--- config.mk ---
export PLATFORM = sky130hd
export DESIGN_NAME = chain_gap_distance_score_unit
export DESIGN_NICKNAME = d
export VERILOG_FILES = /design/src/design/cgd_pkg.sv /design/src/design/cgd_cmpsub.sv /design/src/design/cgd_core.sv /design/src/design/chain_gap_distance_score_unit.sv
export SDC_FILE = /design/constraint.sdc
export NUM_CORES = 2
export LEC_CHECK = 0
export ABC_AREA = 0
export BUFFER_PORTS_ARGS = -buffer_cell sky130_fd_sc_hd__buf_2
export CAP_MARGIN = 20
export CORE_MARGIN = 5
export CORE_UTILIZATION = 45
export CTS_CLUSTER_DIAMETER = 200
export DETAILED_ROUTE_END_ITERATION = 6
export GPL_ROUTABILITY_DRIVEN = 0
export PLACE_DENSITY = 0.58
export SYNTH_ARGS = -nofsm -noshare
export SYNTH_HDL_FRONTEND = slang
export SYNTH_SLANG_ARGS = --single-unit
export TNS_END_PERCENT = 10
--- constraint.sdc ---
create_clock -name clk -period 22.7 [get_ports clk]
set_input_delay 5.675 -clock clk [delete_from_list [all_inputs] [get_ports clk]]
set_output_delay 5.675 -clock clk [all_outputs]
set_load 0.02 [all_outputs]
--- src/design/cgd_pkg.sv ---
// Shared constants and helpers for the chain gap distance score unit.
package cgd_pkg;

  // Default coordinate and sequence widths
  localparam int COORD_BITS_DEF = 20;
  localparam int SEQ_BITS_DEF   = 16;

  // Fixed result field widths
  localparam int TERM_W  = 21;
  localparam int TOTAL_W = 32;

  function automatic int max_int(input int a, input int b);
    return (a > b) ? a : b;
  endfunction

endpackage

--- src/design/cgd_cmpsub.sv ---
// Shared compare-and-subtract unit used by the root and division steps.
module cgd_cmpsub #(
  parameter int W = 25
) (
  input  logic [W-1:0] a,
  input  logic [W-1:0] b,
  output logic         ge,
  output logic [W-1:0] diff
);

  logic [W:0] wide;

  // Subtract with borrow out; no borrow means a >= b
  assign wide = {1'b0, a} - {1'b0, b};
  assign ge   = ~wide[W];
  assign diff = wide[W-1:0];

endmodule

--- src/design/cgd_core.sv ---
// Term sequencer: sum of squares, bit-pair square root, restoring division.
module cgd_core
  import cgd_pkg::*;
#(
  parameter int COORD_BITS = COORD_BITS_DEF,
  parameter int SEQ_BITS   = SEQ_BITS_DEF
) (
  input  logic                  clk,
  input  logic                  rst_n,
  input  logic                  start,
  input  logic [COORD_BITS-1:0] mag_x,
  input  logic [COORD_BITS-1:0] mag_y,
  input  logic [COORD_BITS-1:0] mag_z,
  input  logic [SEQ_BITS-1:0]   missing,
  output logic                  done,
  output logic [TERM_W-1:0]     term
);

  localparam int SQ_W   = 2 * COORD_BITS;
  localparam int SUM_W  = 2 * COORD_BITS + 2;
  localparam int ROOT_W = COORD_BITS + 1;
  localparam int REM_W  = max_int(ROOT_W + 1, SEQ_BITS);
  localparam int ALU_W  = REM_W + 2;
  localparam int CNT_W  = $clog2(ROOT_W);
  localparam int QX_W   = max_int(ROOT_W, TERM_W);

  typedef enum logic [4:0] {
    C_IDLE = 5'b00001,
    C_SQ   = 5'b00010,
    C_ROOT = 5'b00100,
    C_DIV  = 5'b01000,
    C_DONE = 5'b10000
  } core_state_t;

  core_state_t       state_r, state_nxt;
  logic [CNT_W-1:0]  cnt_r, cnt_nxt;
  logic [SQ_W-1:0]   prod_r, prod_nxt;
  logic [SUM_W-1:0]  sum_r, sum_nxt;
  logic [REM_W-1:0]  rem_r, rem_nxt;
  logic [ROOT_W-1:0] root_r, root_nxt;

  logic [COORD_BITS-1:0] sq_op;
  logic [ALU_W-1:0]      alu_a, alu_b, alu_diff;
  logic                  alu_ge;
  logic [QX_W-1:0]       quot_x;

  // Pick the axis to square this cycle
  always_comb begin
    case (cnt_r[1:0])
      2'd0:    sq_op = mag_x;
      2'd1:    sq_op = mag_y;
      2'd2:    sq_op = mag_z;
      default: sq_op = '0;
    endcase
  end

  // Route operands into the shared unit
  always_comb begin
    if (state_r == C_ROOT) begin
      alu_a = {rem_r, sum_r[SUM_W-1 -: 2]};
      alu_b = ALU_W'({root_r, 2'b01});
    end else begin
      alu_a = ALU_W'({rem_r, root_r[ROOT_W-1]});
      alu_b = ALU_W'(missing);
    end
  end

  cgd_cmpsub #(.W(ALU_W)) u_cmpsub (
    .a    (alu_a),
    .b    (alu_b),
    .ge   (alu_ge),
    .diff (alu_diff)
  );

  // Sequence the phases
  always_comb begin
    state_nxt = state_r;
    cnt_nxt   = cnt_r;
    prod_nxt  = prod_r;
    sum_nxt   = sum_r;
    rem_nxt   = rem_r;
    root_nxt  = root_r;
    case (state_r)
      C_IDLE: begin
        if (start) begin
          state_nxt = C_SQ;
          cnt_nxt   = '0;
          prod_nxt  = '0;
          sum_nxt   = '0;
        end
      end
      C_SQ: begin
        prod_nxt = sq_op * sq_op;
        sum_nxt  = sum_r + SUM_W'(prod_r);
        cnt_nxt  = cnt_r + CNT_W'(1);
        if (cnt_r == CNT_W'(3)) begin
          state_nxt = C_ROOT;
          cnt_nxt   = CNT_W'(ROOT_W - 1);
          rem_nxt   = '0;
          root_nxt  = '0;
        end
      end
      C_ROOT: begin
        sum_nxt  = sum_r << 2;
        rem_nxt  = alu_ge ? alu_diff[REM_W-1:0] : alu_a[REM_W-1:0];
        root_nxt = {root_r[ROOT_W-2:0], alu_ge};
        cnt_nxt  = cnt_r - CNT_W'(1);
        if (cnt_r == '0) begin
          state_nxt = C_DIV;
          cnt_nxt   = CNT_W'(ROOT_W - 1);
          rem_nxt   = '0;
        end
      end
      C_DIV: begin
        rem_nxt  = alu_ge ? alu_diff[REM_W-1:0] : alu_a[REM_W-1:0];
        root_nxt = {root_r[ROOT_W-2:0], alu_ge};
        cnt_nxt  = cnt_r - CNT_W'(1);
        if (cnt_r == '0) begin
          state_nxt = C_DONE;
        end
      end
      C_DONE: begin
        state_nxt = C_IDLE;
      end
      default: begin
        state_nxt = C_IDLE;
      end
    endcase
  end

  always_ff @(posedge clk) begin
    if (!rst_n) begin
      state_r <= C_IDLE;
      cnt_r   <= '0;
    end else begin
      state_r <= state_nxt;
      cnt_r   <= cnt_nxt;
    end
    prod_r <= prod_nxt;
    sum_r  <= sum_nxt;
    rem_r  <= rem_nxt;
    root_r <= root_nxt;
  end

  // Saturate the quotient into the term field
  assign quot_x = QX_W'(root_r);
  assign term   = (quot_x > QX_W'((1 << TERM_W) - 1)) ? {TERM_W{1'b1}} : quot_x[TERM_W-1:0];
  assign done   = (state_r == C_DONE);

endmodule

--- src/design/chain_gap_distance_score_unit.sv ---
// Top level of the chain gap distance score unit: anchor state, handshakes, total.
//
// Residues arrive on the in_ channel (valid/ready), one result leaves per residue
// on the out_ channel (valid/ready). Coordinates carry 8 fraction bits.
// A residue that does not close a gap with a sequence step above one goes from
// its transfer through the hold state to the result register. A residue that
// closes such a gap runs through the term sequencer: squaring of the three
// axes on one shared multiplier, COORD_BITS+1 square root steps and
// COORD_BITS+1 division steps on one shared compare-subtract unit, then on
// to the hold state. in_ready is high only when no residue is in progress, so
// one residue is handled at a time.
// The result register holds a finished result while the receiver stalls; the
// next residue is taken meanwhile, and its result waits until the register frees.
// Synchronous active-low reset clears the anchor, the pending gap, the running
// total and both valid flags.
module chain_gap_distance_score_unit
  import cgd_pkg::*;
#(
  parameter int COORD_BITS = COORD_BITS_DEF,
  parameter int SEQ_BITS   = SEQ_BITS_DEF
) (
  input  logic                         clk,
  input  logic                         rst_n,
  input  logic                         in_valid,
  output logic                         in_ready,
  input  logic                         in_model_start,
  input  logic                         in_chain_start,
  input  logic                         in_coords_defined,
  input  logic [SEQ_BITS-1:0]          in_seq_number,
  input  logic signed [COORD_BITS-1:0] in_pos_x,
  input  logic signed [COORD_BITS-1:0] in_pos_y,
  input  logic signed [COORD_BITS-1:0] in_pos_z,
  output logic                         out_valid,
  input  logic                         out_ready,
  output logic                         out_gap_closed,
  output logic [TERM_W-1:0]            out_gap_term,
  output logic                         out_order_error,
  output logic [TOTAL_W-1:0]           out_model_total
);

  typedef enum logic [2:0] {
    T_IDLE = 3'b001,
    T_BUSY = 3'b010,
    T_HOLD = 3'b100
  } top_state_t;

  top_state_t state_r, state_nxt;

  logic                  anchor_valid_r;
  logic [SEQ_BITS-1:0]   anchor_seq_r;
  logic [COORD_BITS-1:0] anchor_x_r, anchor_y_r, anchor_z_r;
  logic                  gap_pending_r;
  logic [TOTAL_W-1:0]    total_r;

  logic [COORD_BITS-1:0] mag_x_r, mag_y_r, mag_z_r;
  logic [SEQ_BITS-1:0]   missing_r;
  logic                  pend_closed_r, pend_err_r;
  logic [TERM_W-1:0]     pend_term_r;

  logic                  out_valid_r;
  logic                  out_closed_r, out_err_r;
  logic [TERM_W-1:0]     out_term_r;
  logic [TOTAL_W-1:0]    out_total_r;

  logic                  in_xfer, out_free;
  logic                  anchor_eff, gap_eff, closing, seq_err, go;
  logic signed [SEQ_BITS:0] seq_diff;
  logic                  core_done;
  logic [TERM_W-1:0]     core_term;
  logic [TOTAL_W:0]      total_sum;

  function automatic logic [COORD_BITS-1:0] abs_diff(
    input logic [COORD_BITS-1:0] a,
    input logic [COORD_BITS-1:0] b
  );
    logic signed [COORD_BITS:0] d;
    logic signed [COORD_BITS:0] n;
    d = $signed({a[COORD_BITS-1], a}) - $signed({b[COORD_BITS-1], b});
    n = -d;
    return d[COORD_BITS] ? n[COORD_BITS-1:0] : d[COORD_BITS-1:0];
  endfunction

  assign in_ready = (state_r == T_IDLE);
  assign in_xfer  = in_valid && in_ready;
  assign out_free = !out_valid_r || out_ready;

  // Classify the arriving residue against the anchor
  assign anchor_eff = anchor_valid_r && !in_chain_start;
  assign gap_eff    = gap_pending_r && !in_chain_start;
  assign closing    = in_coords_defined && anchor_eff && gap_eff;
  assign seq_diff   = $signed({1'b0, in_seq_number}) - $signed({1'b0, anchor_seq_r});
  assign seq_err    = (seq_diff <= $signed((SEQ_BITS + 1)'(1)));
  assign go         = closing && !seq_err;

  cgd_core #(
    .COORD_BITS (COORD_BITS),
    .SEQ_BITS   (SEQ_BITS)
  ) u_core (
    .clk     (clk),
    .rst_n   (rst_n),
    .start   (in_xfer && go),
    .mag_x   (mag_x_r),
    .mag_y   (mag_y_r),
    .mag_z   (mag_z_r),
    .missing (missing_r),
    .done    (core_done),
    .term    (core_term)
  );

  // Saturating add of the finished term
  assign total_sum = {1'b0, total_r} + (TOTAL_W + 1)'(core_term);

  always_comb begin
    state_nxt = state_r;
    case (state_r)
      T_IDLE: begin
        if (in_xfer) begin
          state_nxt = go ? T_BUSY : T_HOLD;
        end
      end
      T_BUSY: begin
        if (core_done) begin
          state_nxt = T_HOLD;
        end
      end
      T_HOLD: begin
        if (out_free) begin
          state_nxt = T_IDLE;
        end
      end
      default: begin
        state_nxt = T_IDLE;
      end
    endcase
  end

  // Control state and block state
  always_ff @(posedge clk) begin
    if (!rst_n) begin
      state_r        <= T_IDLE;
      anchor_valid_r <= 1'b0;
      anchor_seq_r   <= '0;
      anchor_x_r     <= '0;
      anchor_y_r     <= '0;
      anchor_z_r     <= '0;
      gap_pending_r  <= 1'b0;
      total_r        <= '0;
      out_valid_r    <= 1'b0;
    end else begin
      state_r <= state_nxt;
      if (in_xfer) begin
        if (in_model_start) begin
          total_r <= '0;
        end
        if (in_coords_defined) begin
          anchor_valid_r <= 1'b1;
          anchor_seq_r   <= in_seq_number;
          anchor_x_r     <= in_pos_x;
          anchor_y_r     <= in_pos_y;
          anchor_z_r     <= in_pos_z;
          gap_pending_r  <= 1'b0;
        end else begin
          anchor_valid_r <= anchor_eff;
          gap_pending_r  <= gap_eff || (anchor_eff && (anchor_seq_r < in_seq_number));
        end
      end
      if (state_r == T_BUSY && core_done) begin
        total_r <= total_sum[TOTAL_W] ? {TOTAL_W{1'b1}} : total_sum[TOTAL_W-1:0];
      end
      // Hand the finished result to the output register, drop it once taken
      if (state_r == T_HOLD && out_free) begin
        out_valid_r <= 1'b1;
      end else if (out_ready) begin
        out_valid_r <= 1'b0;
      end
    end
  end

  // Operands and pending result fields
  always_ff @(posedge clk) begin
    if (in_xfer) begin
      mag_x_r       <= abs_diff(in_pos_x, anchor_x_r);
      mag_y_r       <= abs_diff(in_pos_y, anchor_y_r);
      mag_z_r       <= abs_diff(in_pos_z, anchor_z_r);
      missing_r     <= seq_diff[SEQ_BITS-1:0] - SEQ_BITS'(1);
      pend_closed_r <= closing;
      pend_err_r    <= closing && seq_err;
      pend_term_r   <= '0;
    end
    if (state_r == T_BUSY && core_done) begin
      pend_term_r <= core_term;
    end
    if (state_r == T_HOLD && out_free) begin
      out_closed_r <= pend_closed_r;
      out_err_r    <= pend_err_r;
      out_term_r   <= pend_term_r;
      out_total_r  <= total_r;
    end
  end

  assign out_valid       = out_valid_r;
  assign out_gap_closed  = out_closed_r;
  assign out_gap_term    = out_term_r;
  assign out_order_error = out_err_r;
  assign out_model_total = out_total_r;

  // The sequencer only finishes while a residue is in progress
  a_done_busy: assert property (@(posedge clk) disable iff (!rst_n)
    core_done |-> (state_r == T_BUSY))
    else $error("term sequencer finished with no residue in progress");

  // A closing residue with a real gap starts the sequencer
  a_go_busy: assert property (@(posedge clk) disable iff (!rst_n)
    (in_xfer && go) |=> (state_r == T_BUSY))
    else $error("gap closure did not start the term sequencer");

  // A nonzero term only comes with a clean gap closure
  a_term_clean: assert property (@(posedge clk) disable iff (!rst_n)
    out_valid_r |-> ((out_term_r == '0) || (out_closed_r && !out_err_r)))
    else $error("nonzero term without a clean gap closure");

endmodule

# == Word level (Yosys, flattened, before mapping) ==
# Index checks and enable logic that the tools add are counted.
# totals
regBits,403
inputBits,83
out_inout_bits,57
word_cells,139
# op_classes
n_addsub,13
multipliers,1
order_cmp,3
n_eq_ne,18
n_mux,41
n_bitwise,1
n_reduce_logical,36
# ops
cell,count
$mux 32,4
$pmux 42 s3,1
$mux 21,4
$pmux 40 s2,1
$mux 22,3
$pmux 22 s3,1
$sub 20x20->21,3
$mux 20,3
$neg 20->20,3
$pmux 20 s3,1
$add 42x40->42,1
$mux 42,1
$pmux 21 s2,1
$mul 20x20->40,1
$mux 40,1
$pmux 5 s4,2
$mux 5,7
$add 32x21->33,1
$sub 24x23->25,1
$mux 24,1
$mux 23,1
$gt 21x21->1 const B,1
$le 17x2->1 const B,1
$sub 16x16->17,1
32 further kinds,68

# == Depth between registers and ports, before layout ==
# depth
depth_word,8
depth_mapped,36
depth_no_buf,34

# == Cells and area by module ==
# Synthesis repeated with hierarchy kept, for this count alone.
# unflattened
cells_unflattened,4222
area_unflattened_um2,37608.6
# by_module_without_submodules
mod,n_inst,cells_each,area_per_inst_um2,seq_area_each_um2
cgd_core,1,2350,20493.4,3923.8
chain_gap_distance_score_unit,1,1683,15827.7,6906.6
cgd_cmpsub,1,189,1287.5,0.0

# == Worst setup path before layout ==
# No wires, ideal clock.
# synth_path
path_kind,input to register
start,in in_valid
end,reg u_core.prod_r[0] (enable)
t_arrival_ns,11.584
slack_ns,10.627
cell_stages,4
path_buffers,1
path_cell_list,and2_1 > clkbuf_1 > o2111ai_1 > o21ai_0
# synth_between
elab_chain_len,4
# synth_lines
element,line,source
start: declaration,chain_gap_distance_score_unit.sv:24,"input logic in_valid,"
$logic_and 1x1->1,chain_gap_distance_score_unit.sv:84,assign in_xfer = in_valid && in_ready;
net in_xfer,chain_gap_distance_score_unit.sv:65,"logic in_xfer, out_free;"
$logic_and 1x1->1,chain_gap_distance_score_unit.sv:101,".start (in_xfer && go),"
$ne 2x1->1 (no line),n/a,
$reduce_and 2->1 (no line),n/a,
end signal: assignment,cgd_core.sv:139,prod_r <= prod_nxt;
end: declaration,cgd_core.sv:37,"logic [SQ_W-1:0] prod_r, prod_nxt;"
# The timed path passes the listed nets, and every way through them passes these cells.
# A chain may end at the register's enable or synchronous reset.

# == Worst setup path after layout ==
# layout_path
start,reg u_core.cnt_r[1]
end,"reg u_core.prod_r[38], data pin"
# layout_between
elab_chain_len,4
elab_cells_between_ends,6
cone_classes,1 x mul; 2 x eq/ne; 2 x mux; 1 x reduce/logical
# layout_lines
element,line,source
start: declaration,cgd_core.sv:36,"logic [CNT_W-1:0] cnt_r, cnt_nxt;"
start signal: assignment,cgd_core.sv:137,cnt_r <= cnt_nxt;
$eq 2x2->1 (tied with other cells),cgd_core.sv:49,case (cnt_r[1:0])
$pmux 20 s3 (*),cgd_core.sv:49,
$mul 20x20->40 (*),cgd_core.sv:93,prod_nxt = sq_op * sq_op;
$pmux 40 s2 (*),cgd_core.sv:83,case (state_r)
# Every way passes the cells marked *; elsewhere a longest branch is shown, timed or not.

==> impl_metrics.tcl <==
set metrics [dict create \
    drt_iter0_drc 1714 \
    fin_crit_ps 9530 \
    synth_top_cell_by_area "edfxtp_1" \
    critPathRequiredTime_ps 23010 \
    worstSetupEndpointType "flop" \
    slew_headroom_pct 11.8 \
    syn_avg_cell_area_um2 9.15 \
    synthDistinctLibCells 87 \
    regArea_um2 10800 \
    dieArea_um2 85700 \
    cts_hold_buf 0 \
    synth-async-reset-ratio_pct 0 \
    synthesis.area_um2 36000 \
    rrSetupSlack_ps 13170 \
    clockBufferDepth 3 \
    die_w_um 293 \
    finalNetCount 4690 \
    synthCells 3932 \
    rr_worst_depth 31 \
    whs_path_depth 0 \
    final_layout_size_suffix_gt1_share_pct 7.22 \
    dpl_cell_area_um2 37700 \
    portBuffers 139 \
    worstPathArrival_ps 9840 \
    grt_util_all_layers_pct 20.4 \
    critPathSlowestCell "ha_1" \
    clk_latency_ps 630 \
    synthFlopType "edfxtp_1" \
    cap_violations 0 \
    place_worst_setup_slack_ps 12770 \
    dr.pass1.iters 6 \
    rows 103 \
    overflow 0 \
    fmax_mhz 105 \
    grt_max_degree 83 \
    drc 0 \
    rr_startpoint "u_core.cnt_r[1]" \
    final_common_cell "nand2_1" \
    outcome "completed" \
    path_class "flop to flop" \
    ys_ff_latch 402 \
    path_clk_slew_ps 60 \
    drv_slew 0 \
    ys_warn_count 0 \
    synth_nets 4620 \
    start_util_pct 45.5 \
    synthTopCellsByArea "edfxtp_1 23%, fa_1 16%, ha_1 11%" \
    grt_pass1_vias 26700 \
    core_area_um2 79100 \
    fin_setup_tns_ps 0 \
    die-height_um 293 \
    setup_ws_ps 13170 \
    yosysSeqAreaShare_pct 30.1 \
    vias_per_cell 5.33 \
    synth_edf_count 278 \
    fillCellCount 7614 \
    rsz0062_at_grt "no" \
    critPathTopFamily "adder cells" \
    path_buf_inv 8 \
    root_buffer "clkbuf_16" \
    cp-start-kind "flop" \
    synth_top_area_share_pct 23.2 \
    min_path_type "flop to flop" \
    cp_max_fo 21 \
    hold_end "out_gap_term[8]" \
    syn2layout_area_growth_pct 10.1 \
    drtAntennaViolNets 0 \
    min_from "pend_term_r[8]" \
    final_cell_mix "519 x nand2_1, 490 x inv_1, 320 x ha_1" \
    post_cts_buffers 0 \
    top_level_ports 140 \
    hold_violations 0 \
    multi_input_area_um2 22800 \
    numCtsBuffers 50 \
    finalSetupViolations 0 \
    antenna_found_initial 2 \
    rr_endpoint "u_core.prod_r[38]" \
    cp_slowest_stage_delay_ps 660 \
    vias 27200 \
    hpwl_um 69300 \
    cts-resized-gates 0 \
    period_share_pct 42.0 \
    wl_per_cell_um 17.3 \
    cts_tree "built" \
    cts.sinks 402 \
    fin_area_um2 39600 \
    fin_skew_ps 66.7 \
    grt_pass1_wl_um 144000 \
    path_common_cell "fa_1" \
    tightest_slew_ps 1290 \
    htreeDepth 2 \
    drt_wl_total_um 88200 \
]
==> metal layers <==
metal  global-route usage (%)  share of wire, %  vias to the layer above
met3                     3.31               5.3                      112
li1                         -                 -                    13500
met2                     32.3                45                      592
met1                     29.8                48                    13000
met4                     4.20               2.0                        2
met5                        0             0.015                        -
==> how the worst max path moves through the flow <==
stage / slack [ps] / endpoint / depth (start not counted) / from
2_1_floorplan: 10630 / u_core.prod_r[0] / 4 / in_valid
3_3_place_gp: 12890 / u_core.sum_r[9] / 16 / in_seq_number[0]
3_5_place_dp: 12770 / u_core.cnt_r[0] / 15 / in_seq_number[0]
4_1_cts: 13240 / u_core.prod_r[38] / 33 / u_core.cnt_r[1]
5_1_grt: 12730 / u_core.prod_r[39] / 32 / u_core.cnt_r[1]
6_report: 13170 / u_core.prod_r[38] / 31 / u_core.cnt_r[1]
==> final cells by class <==
class	instances	share of cell area, %
clock inverters	38	1.55
clock buffers	54	3.20
well taps	1050	3.32
multi-input cells	2888	57.6
flip-flops and latches	402	27.3
diodes	1	0.00632
repair buffers	166	2.32
inverters	494	4.69
==> state kept, by name, indices dropped and copies added, names as in the netlist, 21 cells and up <==
name	count
u_core.sum_r	42
u_core.prod_r	39
out_model_total	32
total_r	32
u_core.rem_r	22
out_gap_term	21
pend_term_r	21
u_core.quot_x	21
==> cells by family after synthesis <==
logic type	count (synthesis)	synth area share, %
adder cells (fa/ha/maj)	606	27.0
AND/OR/NAND/NOR	1185	14.8
XOR/XNOR	238	5.79
multiplexers	32	0.890
flip-flops	402	30.1
AO/OA/AOI/OAI	827	14.6
buffers and inverters	642	6.71
==> Yosys cell counts (11+ instances only) <==
cell	count
or3_1	23
buf_1	11
a211oi_1	31
xnor2_1	152
nand4_1	22
a21oi_1	261
o21a_1	30
nand2b_1	35
o21bai_1	29
nor3_1	45
nor2b_1	32
mux2i_1	32
inv_1	490
and2_1	74
xor2_1	86
a31oi_1	34
dfxtp_1	124
o211ai_1	13
clkbuf_1	134
ha_1	320
o31ai_1	20
and3_1	24
o21ai_0	182
edfxtp_1	278
or2_2	12
nand2_1	521
a22oi_1	18
a21o_1	91
fa_1	285
nand3_1	40
nor2_1	305
==> through the flow <==
stage / hold slack (ps) / util (%) / std cells
after floorplan: 400 / - / 3932
after global routing: 427 / 50.0 / 5093
final: 419 / 50.0 / 5093
after global placement: 402 / 47.6 / 4999
after detailed placement: 405 / 47.6 / 4999
after CTS: 419 / 50.0 / 5091
Power is left out: the tool's default activity adds up to more than one toggle a clock period on the data nets, which glitch-free logic cannot reach.
